File: src/design/ncl_pkg.sv
// ----------------------------------------------------------------------------
// ncl_pkg
// Shared constants, types and controller codes for the leader clustering block.
// ----------------------------------------------------------------------------
package ncl_pkg;

  localparam int MAX_CLUSTERS = 64;
  localparam int FRAC_BITS    = 16;

  localparam int FREQ_W      = FRAC_BITS + 1;
  localparam int WEIGHT_W    = 32;
  localparam int WSTORE_W    = 48;
  localparam int OUT_IDX_W   = 6;
  localparam int IDX_W       = (MAX_CLUSTERS > 1) ? $clog2(MAX_CLUSTERS) : 1;
  localparam int CNT_W       = $clog2(MAX_CLUSTERS + 1);
  localparam int PROD_W      = FREQ_W + WEIGHT_W;
  localparam int ACC_W       = FREQ_W + WSTORE_W + 1;
  localparam int SUM_W       = WSTORE_W + 1;
  localparam int DIV_CNT_W   = $clog2(FREQ_W + 1);

  typedef enum logic [3:0] {
    S_IDLE,
    S_SCAN,
    S_DECIDE,
    S_READ,
    S_MUL_LO,
    S_MUL_HI,
    S_MUL_EV,
    S_DIV_INIT,
    S_DIV,
    S_JOIN,
    S_FINISH
  } ncl_state_t;

  typedef struct packed {
    logic load;
    logic scan;
    logic read_best;
    logic mul_lo;
    logic mul_hi;
    logic mul_ev;
    logic div_init;
    logic div_step;
    logic write_join;
    logic open_new;
    logic drop;
    logic emit;
  } ncl_cmd_t;

  typedef struct packed {
    logic scan_done;
    logic match;
    logic full;
    logic div_done;
  } ncl_stat_t;

  typedef struct packed {
    logic [OUT_IDX_W-1:0] cluster_index;
    logic                 opened_new;
    logic [FREQ_W-1:0]    cluster_centroid;
    logic                 dropped;
  } ncl_result_t;

endpackage

File: src/design/ncl_controller.sv
// ----------------------------------------------------------------------------
// ncl_controller
// Sequencer for scan, decision, weighted-mean update and result hand-off.
// ----------------------------------------------------------------------------
module ncl_controller (
  input  logic                clk,
  input  logic                rst,
  input  logic                evt_valid,
  output logic                evt_ready,
  output logic                res_valid,
  input  logic                res_ready,
  output ncl_pkg::ncl_cmd_t   cmd,
  input  ncl_pkg::ncl_stat_t  stat
);
  import ncl_pkg::*;

  ncl_state_t state;
  ncl_state_t state_next;
  logic       res_valid_next;

  always_ff @(posedge clk) begin
    if (rst) begin
      state     <= S_IDLE;
      res_valid <= 1'b0;
    end else begin
      state     <= state_next;
      res_valid <= res_valid_next;
    end
  end

  always_comb begin
    state_next = state;
    cmd        = '0;
    evt_ready  = 1'b0;
    case (state)
      S_IDLE: begin
        evt_ready = 1'b1;
        if (evt_valid) begin
          cmd.load   = 1'b1;
          state_next = S_SCAN;
        end
      end
      S_SCAN: begin
        if (stat.scan_done) begin
          state_next = S_DECIDE;
        end else begin
          cmd.scan = 1'b1;
        end
      end
      S_DECIDE: begin
        if (stat.match) begin
          state_next = S_READ;
        end else if (!stat.full) begin
          cmd.open_new = 1'b1;
          state_next   = S_FINISH;
        end else begin
          cmd.drop   = 1'b1;
          state_next = S_FINISH;
        end
      end
      S_READ: begin
        cmd.read_best = 1'b1;
        state_next    = S_MUL_LO;
      end
      S_MUL_LO: begin
        cmd.mul_lo = 1'b1;
        state_next = S_MUL_HI;
      end
      S_MUL_HI: begin
        cmd.mul_hi = 1'b1;
        state_next = S_MUL_EV;
      end
      S_MUL_EV: begin
        cmd.mul_ev = 1'b1;
        state_next = S_DIV_INIT;
      end
      S_DIV_INIT: begin
        cmd.div_init = 1'b1;
        state_next   = S_DIV;
      end
      S_DIV: begin
        if (stat.div_done) begin
          state_next = S_JOIN;
        end else begin
          cmd.div_step = 1'b1;
        end
      end
      S_JOIN: begin
        cmd.write_join = 1'b1;
        state_next     = S_FINISH;
      end
      S_FINISH: begin
        if (!res_valid || res_ready) begin
          cmd.emit   = 1'b1;
          state_next = S_IDLE;
        end
      end
      default: begin
        state_next = S_IDLE;
      end
    endcase
  end

  always_comb begin
    if (cmd.emit) begin
      res_valid_next = 1'b1;
    end else if (res_ready) begin
      res_valid_next = 1'b0;
    end else begin
      res_valid_next = res_valid;
    end
  end

endmodule

File: config.mk
export PLATFORM = sky130hd
export DESIGN_NAME = ncl_controller
export DESIGN_NICKNAME = d
export VERILOG_FILES = /design/src/design/ncl_pkg.sv /design/src/design/ncl_controller.sv
export SDC_FILE = /design/constraint.sdc
export NUM_CORES = 1
export LEC_CHECK = 0
export BUFFER_PORTS_ARGS = -buffer_cell sky130_fd_sc_hd__buf_2
export CORE_MARGIN = 5
export CORE_UTILIZATION = 25
export CTS_BUF_LIST = sky130_fd_sc_hd__clkbuf_4 sky130_fd_sc_hd__clkbuf_8
export CTS_CLUSTER_SIZE = 40
export DETAILED_ROUTE_END_ITERATION = 8
export GPL_TIMING_DRIVEN = 0
export PLACE_DENSITY = 0.53
export SLEW_MARGIN = 20
export SYNTH_ARGS = -nofsm -noshare
export SYNTH_HDL_FRONTEND = slang
export SYNTH_SLANG_ARGS = --single-unit
File: constraint.sdc
create_clock -name clk -period 1.82 [get_ports clk]
set_input_delay 0.091 -clock clk [delete_from_list [all_inputs] [get_ports clk]]
set_output_delay 0.091 -clock clk [all_outputs]
set_load 0.01 [all_outputs]
==> results.md, run 1 <==
- Status: finished, final reports clean
- Clk Latency, worst-skew pair: around 0.24 ns
- Initial antenna violation count: 0
- Number of synthesized flops with an enable pin: 0
- Worst min-delay path class: input pin to register
- Row Count: 15
- CTS buffer count: 3
- Worst Reg-to-Reg Cells: 4
- Die ar.: 2710 sq um
- CTS tree: built
- Dominant synthesized flop cell: dfxtp_1
- Postcts setup bufs: 0
- Post-DP HPWL: 879 microns
- Slowest cell on the critical path: dfxtp_1
- Pwr Density: 883 nW/um^2
- Final core occ: 35.7%
- Startpoint types: register
- Clock transition at path regs: 0.04 ns
- Die width: roughly 52 microns
- Part of the cycle the worst path needs: 89.0%
- DP Area: ~580 sq um
- Worst Clk Skew: 0.00170 ns
- Crit-path max FO: 10
- Vias in the first global route: 405
- Ports: 22
- RSZ-0062 raised after global routing: no
- Peak supply drop: 0.000264 V
- Worst path max stage delay: 0.30 ns
- Antenna viol nets, final: 0
- CTS root buf: clkbuf_4
- Layout cell share with drive strength beyond 1: about two fifths
- Leak pwr: ~0.28 nW
- N_diodes: 0
- CP Cell Sequence: clkbuf_1, or2b_1, nor4_1, nor2b_1, buf_2
- Arr. time, crit path: 1.53 ns
- Post-CTS sizing: 0
- Height of the die: 52.1 microns
- Switching Fraction: 35.8%
- Comb pwr share: roughly half
- Flops & latches, synth: 5
- Hold Vio Cnt, Final: 0
- Hold path cells: 2
- Crit path max-delay family: simple AND/OR/NAND/NOR gates
- Clock tree sinks: 5
- Final Max Tran Viols: 0
- Ys async rst share: 0%
- Mapped Cells: 57
- Post-synthesis average cell area: 7.77 sq um
- Pint: 0.345 mW
- Drc violations: 0
- Library cells used by synthesis: 29
- Sequential share of the synthesized area: 22.6%
- Max-slew headroom: 74.1%
- Core ar.: 1710 sq um
- Sw power: about 0.19 mW
- Syn nets: 65
- Global-route wire length before repair: 1700 microns
- RePlAce Congestion: 0.723
- Worst Tran Pin Value: 0.389 ns
- H-tree lvl count: 1
- Final #Nets: 91
- Post-Syn Area: 443 sq um
- Via count: 465
- Starting Density: roughly a quarter
- Setup Total Neg Slack: 0 ns
- Total Wirelength: ~1100 microns
- Final Instance Area: 609 sq um
- DR iter-0 viols: 8
- WP depth: 5
- Max cap viols: 0
- # hold bufs at CTS: 0
- Placed cell count: 103
- Vias/cell: about 4.3
- Largest net degree at the start of global routing: 11
- Tot GR Track Use: ~8.5%
- Flop pwr share: 25.8%
- Clk buf depth: 2
- Kind of critical path: register to primary output
- F_max: 617 MHz
- Drt wl/cell: 10.2 microns
- Final min period: 1.62 ns
- Port Buffers: 21
- CP bufs+invs: 2
- DRT Pass-1 Iters: 4
- Clk pwr share: 25.9%
- Worst EP required: 1.73 ns
- Synth warn: 0
- P&R area growth vs syn: 37.6%
- Final setup vio count: 0
- Setup crit end kind: primary output
- Post-Layout Cell Count: 107
- Grt ovf: 0
layout make-up:
type	count	area [sq um]
repair buffers	21	105
fillers	191	1100
multi-input cells	44	293
plain buffers	6	42.5
clock buffers	4	30.0
flip-flops and latches	5	100
inverters	2	7.51
well taps	25	31.3
stage by stage:
stage / hold slack, ns / power [mW] / worst slack [ns]
final: 0.107 / 0.538 / 0.201
after global routing: 0.105 / 0.582 / 0.0455
after CTS: 0.100 / 0.550 / 0.184
after detailed placement: 0.359 / 0.402 / 0.335
after global placement: 0.357 / 0.400 / 0.352
after floorplan: 0.157 / 0.331 / 0.394
worst paths after layout:
kind	end	slack, ns	startpoint
worst max register to register	state[0]	0.33	state[2]
worst max-delay path	cmd[2]	0.20	state[2]
worst min register to register	res_valid	0.57	res_valid
worst min-delay path	state[3]	0.11	rst
registers in the layout (all words and copies together) (netlist names):
register / flops
res_valid: 1
state: 4
kinds of logic (layout without fill, tap and decap cells):
group	count (synthesis)	in the layout	share of synthesized area, %
compound gates	12	12	23.2
xor+xnor	2	2	3.96
buf+inv	8	33	11.3
flops	5	5	22.6
mux	1	1	2.54
simple gates	29	29	36.4
cell usage after synthesis, types with 2 or more instances:
library cell	n	area [sq um]
dfxtp_1	5	100
a21oi_1	2	10.0
nor3_1	7	35.0
clkbuf_1	2	7.51
o21ai_0	3	15.0
nand2_1	3	11.3
buf_6	2	22.5
and2_1	3	18.8
xor2_1	2	17.5
nor2_1	4	15.0
nor2b_1	2	12.5
inv_1	2	7.51
nand2b_1	4	25.0
placed cells by master, fill, tap and decap left out:
| cell | n |
|---|---|
| a221oi_2 | 1 |
| clkbuf_4 | 4 |
| o211ai_1 | 1 |
| or2_2 | 1 |
| inv_1 | 2 |
| or2b_1 | 1 |
| nor2_1 | 4 |
| clkbuf_1 | 2 |
| o21bai_1 | 1 |
| nor4_1 | 1 |
| nand2_1 | 3 |
| nand4bb_1 | 1 |
| buf_6 | 2 |
| buf_2 | 22 |
| or3_1 | 1 |
| nor2b_1 | 2 |
| a32o_1 | 1 |
| o21a_1 | 1 |
| mux2_2 | 1 |
| a21oi_1 | 2 |
| and2_1 | 3 |
| dfxtp_1 | 5 |
| nor3_1 | 7 |
| a211oi_1 | 1 |
| o32a_4 | 1 |
| o21ai_0 | 3 |
| nand2b_1 | 4 |
| xor2_1 | 2 |
| buf_4 | 1 |
| or2_1 | 1 |
metal layers:
metal	GRT usage [%]	routed length [microns]	vias up
met2	13.4	523	14
met1	10.3	520	202
met4	5.24	0	0
li1	-	-	249
met5	0	0	-
met3	1.72	50	0
power groups by stage:
stage / clock network (mW) / registers, mW / logic, mW
2_1_floorplan: 0 / 0.137 / 0.193
3_5_place_dp: 0 / 0.140 / 0.261
3_3_place_gp: 0 / 0.140 / 0.260
5_1_grt: 0.153 / 0.140 / 0.289
6_report: 0.139 / 0.139 / 0.260
4_1_cts: 0.148 / 0.138 / 0.264
Note: power is estimated with default switching activity, not from simulation.
==> run 2: changes to the inputs <==
==> constraint.sdc (replaced) <==
create_clock -name clk -period 1.82 [get_ports clk]
set_input_delay 0.364 -clock clk [delete_from_list [all_inputs] [get_ports clk]]
set_output_delay 0.364 -clock clk [all_outputs]
set_load 0.01 [all_outputs]
==> run 2 against run 1 <==
  * Sequential share of layout area down 1.4 points
  * Power up 10%
  * Die area unchanged
  * Wire length up 3.8%
  * Core utilization up 4.2 points
  * Global-route usage up 0.18 points
  * Count of clock-buffer cells in the layout unchanged
  * Critical path depth up 1
  * Sequential power about the same
  * Worst hold slack better by 0.27 ns
  * Clock skew up 0.0011 ns
==> results.md, run 2 (synthesized netlist as in run 1, its figures left out) <==
- Status: finished, final reports clean
- RePlAce Congestion: 0.723
- DP Area: 579 sq um
- Kind of critical path: register to primary output
- Worst Reg-to-Reg Cells: 5
- Via count: 490
- Arr. time, crit path: 1.40 ns
- # hold bufs at CTS: 0
- Final min period: 1.77 ns
- Placement Setup Slack: between 0.15 and 0.2 ns
- CTS root buf: clkbuf_4
- Port Buffers: 21
- Biggest regs: state (4), res_valid (1)
- Worst EP required: 1.46 ns
- Worst min-delay path class: input pin to register
- Core ar.: 1710 sq um
- Min Hold Slack: 0.378 ns
- CTS tree: built
- Clock tree sinks: 5
- Vias/cell: 4.41
- Die width: 52.1 microns
- Hold Vio Cnt, Final: 0
- Post-Layout Cell Count: 111
- Initial antenna violation count: 0
- Setup Total Neg Slack: 0 ns
- Max cap viols: 0
- N_diodes: 0
- Peak supply drop: 0.000264 V
- Final Max Tran Viols: 0
- Die ar.: 2710 sq um
- Clk buf depth: 2
- Ports: 22
- Grt ovf: 0
- Worst Clk Skew: 0.00275 ns
- Worst Tran Pin Value: roughly 0.29 ns
- Layout cell share with drive strength beyond 1: 53.5%
- P&R area growth vs syn: 53.7%
- Drc violations: 0
- Post-DP HPWL: 879 microns
- Max reg flops: 4
- Clk Latency, worst-skew pair: 0.24 ns
- Startpoint types: register
- Part of the cycle the worst path needs: between 90% and 100%
- Clock transition at path regs: 0.04 ns
- F_max: 566 MHz
- DR iter-0 viols: 6
- RR Startpoint: state[1]
- Leak pwr: around 0.31 nW
- Vias in the first global route: 415
- Drt wl/cell: roughly 10 microns
- Largest reg by FF count: state
- Final setup vio count: 0
- Final #Nets: 95
- H-tree lvl count: 1
- Global-route wire length before repair: between 1500 and 2000 microns
- Critical R2R Capture: state[0]
- Crit-path max FO: 8
- RSZ-0062 raised after global routing: yes
- CTS buffer count: 3
- Worst R2R Setup Slack: 0.34 ns
- Starting Density: 25.9%
- Setup crit end kind: primary output
- Tot GR Track Use: 8.64%
- Antenna viol nets, final: 0
- Hold worst-path end: state[3]
- Height of the die: 52.1 microns
- Hold path cells: 2
- Most frequent cells in the layout: 23 x buf_2, 5 x nor3_1, 5 x buf_4, 4 x nor2_1, 4 x clkbuf_4
- Largest net degree at the start of global routing: 11
- Total Wirelength: 1140 microns
- Setup WS post-layout: 0.0530 ns
- DRT Pass-1 Iters: 2
- Final Instance Area: between 600 and 700 sq um
- HP Start: rst
- Row Count: 15
- Max-slew headroom: 80.4%
- Most common cell after layout, fill and taps aside: buf_2
- Pwr Density: 869 nW/um^2
- Placed cell count: 103
-- run 2: cell types whose count changed in the layout (fill, tap and decap cells not counted), moves of 2 or more --
| cell | change |
|---|---|
| nor3_1 | -2 |
| clkbuf_1 | -2 |
| dfxtp_1 | -2 |
| buf_4 | +4 |
| dfxtp_2 | +2 |
-- run 2: where the power goes --
part | leakage, nW | internal, mW | switching, mW
sequential | 0.0416 | 0.127 | 0.0148
clock | 0.0184 | 0.0975 | 0.0415
combinational | 0.251 | 0.154 | 0.156
total | 0.311 | 0.379 | 0.212
-- run 2: area by class of cell --
type,instances,area (sq um)
fillers,181,1030
multi-input cells,44,323
repair buffers,25,135
flip-flops and latches,5,103
plain buffers,6,51.3
well taps,25,31.3
clock buffers,4,30.0
inverters,2,7.51
-- run 2: how the worst max path moves through the flow --
stage              from  endpoint  slack, ns  cells after the start
5_1_grt        state[1]   cmd[11]      -0.02                      6
4_1_cts        state[3]   cmd[10]      0.004                      4
3_5_place_dp   state[2]    cmd[2]       0.18                      5
6_report       state[1]   cmd[11]       0.05                      6
2_1_floorplan  state[1]   cmd[11]       0.17                      5
3_3_place_gp   state[2]    cmd[2]       0.22                      5
-- run 2: critical path, stage by stage, from the launching register on --
cell and delay, ns:
dfxtp_2 0.31, buf_6 0.12, or2_1 0.23, buf_6 0.14
nor3_2 0.11, and2_1 0.14, buf_2 0.12
-- run 2: metrics by stage --
stage	utilization (%)	total power, mW
6_report	39.9	0.592
2_1_floorplan	-	0.331
3_5_place_dp	33.9	0.402
4_1_cts	36.7	0.562
5_1_grt	39.9	0.638
3_3_place_gp	33.9	0.400
-- run 2: what timing repair did --
item | CTS | global route
endpoints found under the setup margin | 5 | 8
resized for setup | 4 | 12
buffers inserted | 0 | 4
cloned | 0 | 0
endpoints found under the hold margin | 0 | 0
-- run 2: routing by layer --
metal  vias to the layer above  routed length, microns  GRT usage, %
met4                         0                       0          5.24
li1                        259                       -             -
met5                         -                       0             0
met2                        14                     568          14.0
met3                         0                      50          1.72
met1                       217                     518          10.3
==> run 3: changes to the inputs <==
RECOVER_POWER = 100   (was default)
==> run 3 against run 2 <==
  * Final cell count unchanged
  * Final area decreased by 0.18%
  * Via count unchanged
  * Critical path depth unchanged
  * Flip-flop and latch count unchanged
  * Sequential power about the same
  * Core utilization decreased by 0.073 points
  * Global-route usage unchanged
  * Clock skew unchanged
  * Die area unchanged
  * Critical path type unchanged
==> results.md, run 3 (synthesized netlist as in run 1, its figures left out) <==
- Status: finished, final reports clean
- Setup Total Neg Slack: 0 ns
- CTS root buf: clkbuf_4
- Setup WS post-layout: about 0.053 ns
- CTS tree: built
- Initial antenna violation count: 0
- Min Hold Slack: between 0.3 and 0.4 ns
- Via count: 490
- Arr. time, crit path: 1.40 ns
- Flop pwr share: 24.0%
- Leak pwr: 0.306 nW
- Global-route wire length before repair: 1720 microns
- Pwr Density: a little under 900 nW/um^2
- Kind of critical path: register to primary output
- Max cap viols: 0
- Most common cell after layout, fill and taps aside: buf_2
- Hold Vio Cnt, Final: 0
- N_diodes: 0
- Vias/cell: 4.41
- Crit-path max FO: 8
- Peak supply drop: about 0.00026 V
- Die ar.: roughly 2700 sq um
- Drt wl/cell: between 10 and 15 microns
- Critical R2R Capture: state[0]
- CP startpoint: state[1]
- Clock transition at path regs: approximately 0.040 ns
- Height of the die: 52.1 microns
- Largest net degree at the start of global routing: 11
- Worst min-delay path class: input pin to register
- P&R area growth vs syn: 53.4%
- Biggest regs: state (4), res_valid (1)
- Final setup vio count: 0
- Final #Nets: 95
- Placement Setup Slack: 0.185 ns
- Critical path endpoint: cmd[11]
- # hold bufs at CTS: 0
- Total Wirelength: 1140 microns
- Comb pwr share: ~53%
- Clk buf depth: 2
- Worst Tran Pin Value: 0.291 ns
- H-tree lvl count: 1
- Grt ovf: 0
- Max reg flops: 4
- Worst Reg-to-Reg Cells: 5
- Sw power: ~0.21 mW
- Largest reg by FF count: state
- Final Max Tran Viols: 0
- Worst EP required: 1.46 ns
- Switching Fraction: 35.9%
- Clock tree sinks: 5
- Starting Density: 25.9%
- Part of the cycle the worst path needs: 97.1%
- Worst R2R Setup Slack: between 0.3 and 0.4 ns
- Row Count: 15
- Pint: 0.379 mW
- Startpoint types: register
- CTS buffer count: 3
- Tot GR Track Use: roughly 8.6%
- DRT Pass-1 Iters: 2
- F_max: about 570 MHz
- Clk pwr share: 23.5%
- Ports: 22
- DR iter-0 viols: 6
- Die width: about 52 microns
- Most frequent cells in the layout: 22 x buf_2, 5 x nor3_1, 5 x buf_4, 4 x nor2_1, 4 x clkbuf_4
- Core ar.: approximately 1700 sq um
- RePlAce Congestion: 0.723
- Port Buffers: 21
- Post-DP HPWL: 879 microns
- Max-slew headroom: approximately four fifths
- Worst Clk Skew: 0.00275 ns
- Final min period: 1.77 ns
- Drc violations: 0
- Antenna viol nets, final: 0
- Clk Latency, worst-skew pair: 0.24 ns
- Vias in the first global route: 415
- Setup crit end kind: primary output
- RSZ-0062 raised after global routing: yes
- RR Startpoint: state[1]
- Layout cell share with drive strength beyond 1: 52.3%
- Final core occ: between 30 and 40%
-- run 3: power by group through the flow --
stage	Sequential [mW]	Combinational (mW)	Clock (mW)
finish	0.142	0.310	0.139
floorplan	0.137	0.193	0
detailed placement	0.140	0.261	0
global placement	0.140	0.260	0
global route	0.144	0.341	0.153
CTS	0.139	0.276	0.148
-- run 3: metrics by stage --
step                      cells  instance area, sq um  total power [mW]
final                       111                   679             0.592
after global routing        111                   679             0.638
after CTS                   107                   627             0.562
after detailed placement    103                   579             0.402
after global placement      103                   579             0.400
after floorplan              57                   443             0.331
-- run 3: timing repair --
| action | 4_1_cts | 5_1_grt |
|---|---|---|
| buffers inserted | 0 | 4 |
| pin swaps | 0 | 0 |
| cloned | 0 | 0 |
| endpoints found under the setup margin | 5 | 8 |
| gates resized for setup | 4 | 12 |
-- run 3: critical path: stages (launching register included) --
cell	delay, ns
dfxtp_2	0.31
buf_6	0.12
or2_1	0.23
buf_6	0.14
nor3_2	0.11
and2_1	0.14
buf_2	0.12
-- run 3: worst min-delay path by stage --
stage,to,slack [ns],from,cells after the start
3_3_place_gp,res_valid,0.55,res_valid,2
2_1_floorplan,state[3],0.43,rst,1
5_1_grt,state[3],0.38,rst,2
6_report,state[3],0.38,rst,2
3_5_place_dp,res_valid,0.56,res_valid,2
4_1_cts,state[3],0.37,rst,2
-- run 3: routing by layer --
metal	up-vias	track usage (%)	part of all wire, %
met5	-	0	0
met4	0	5.24	0
met3	0	1.72	4.4
met2	14	14.0	50
met1	217	10.3	46
li1	259	-	-
-- run 3: layout make-up --
cell class,count,area (sq um)
Inverter,2,7.51
Buffer,6,51.3
Clock buffer,4,30.0
Fill cell,182,1030
Timing Repair Buffer,25,134
Multi-Input combinational cell,44,323
Sequential cell,5,103
Tap cell,25,31.3
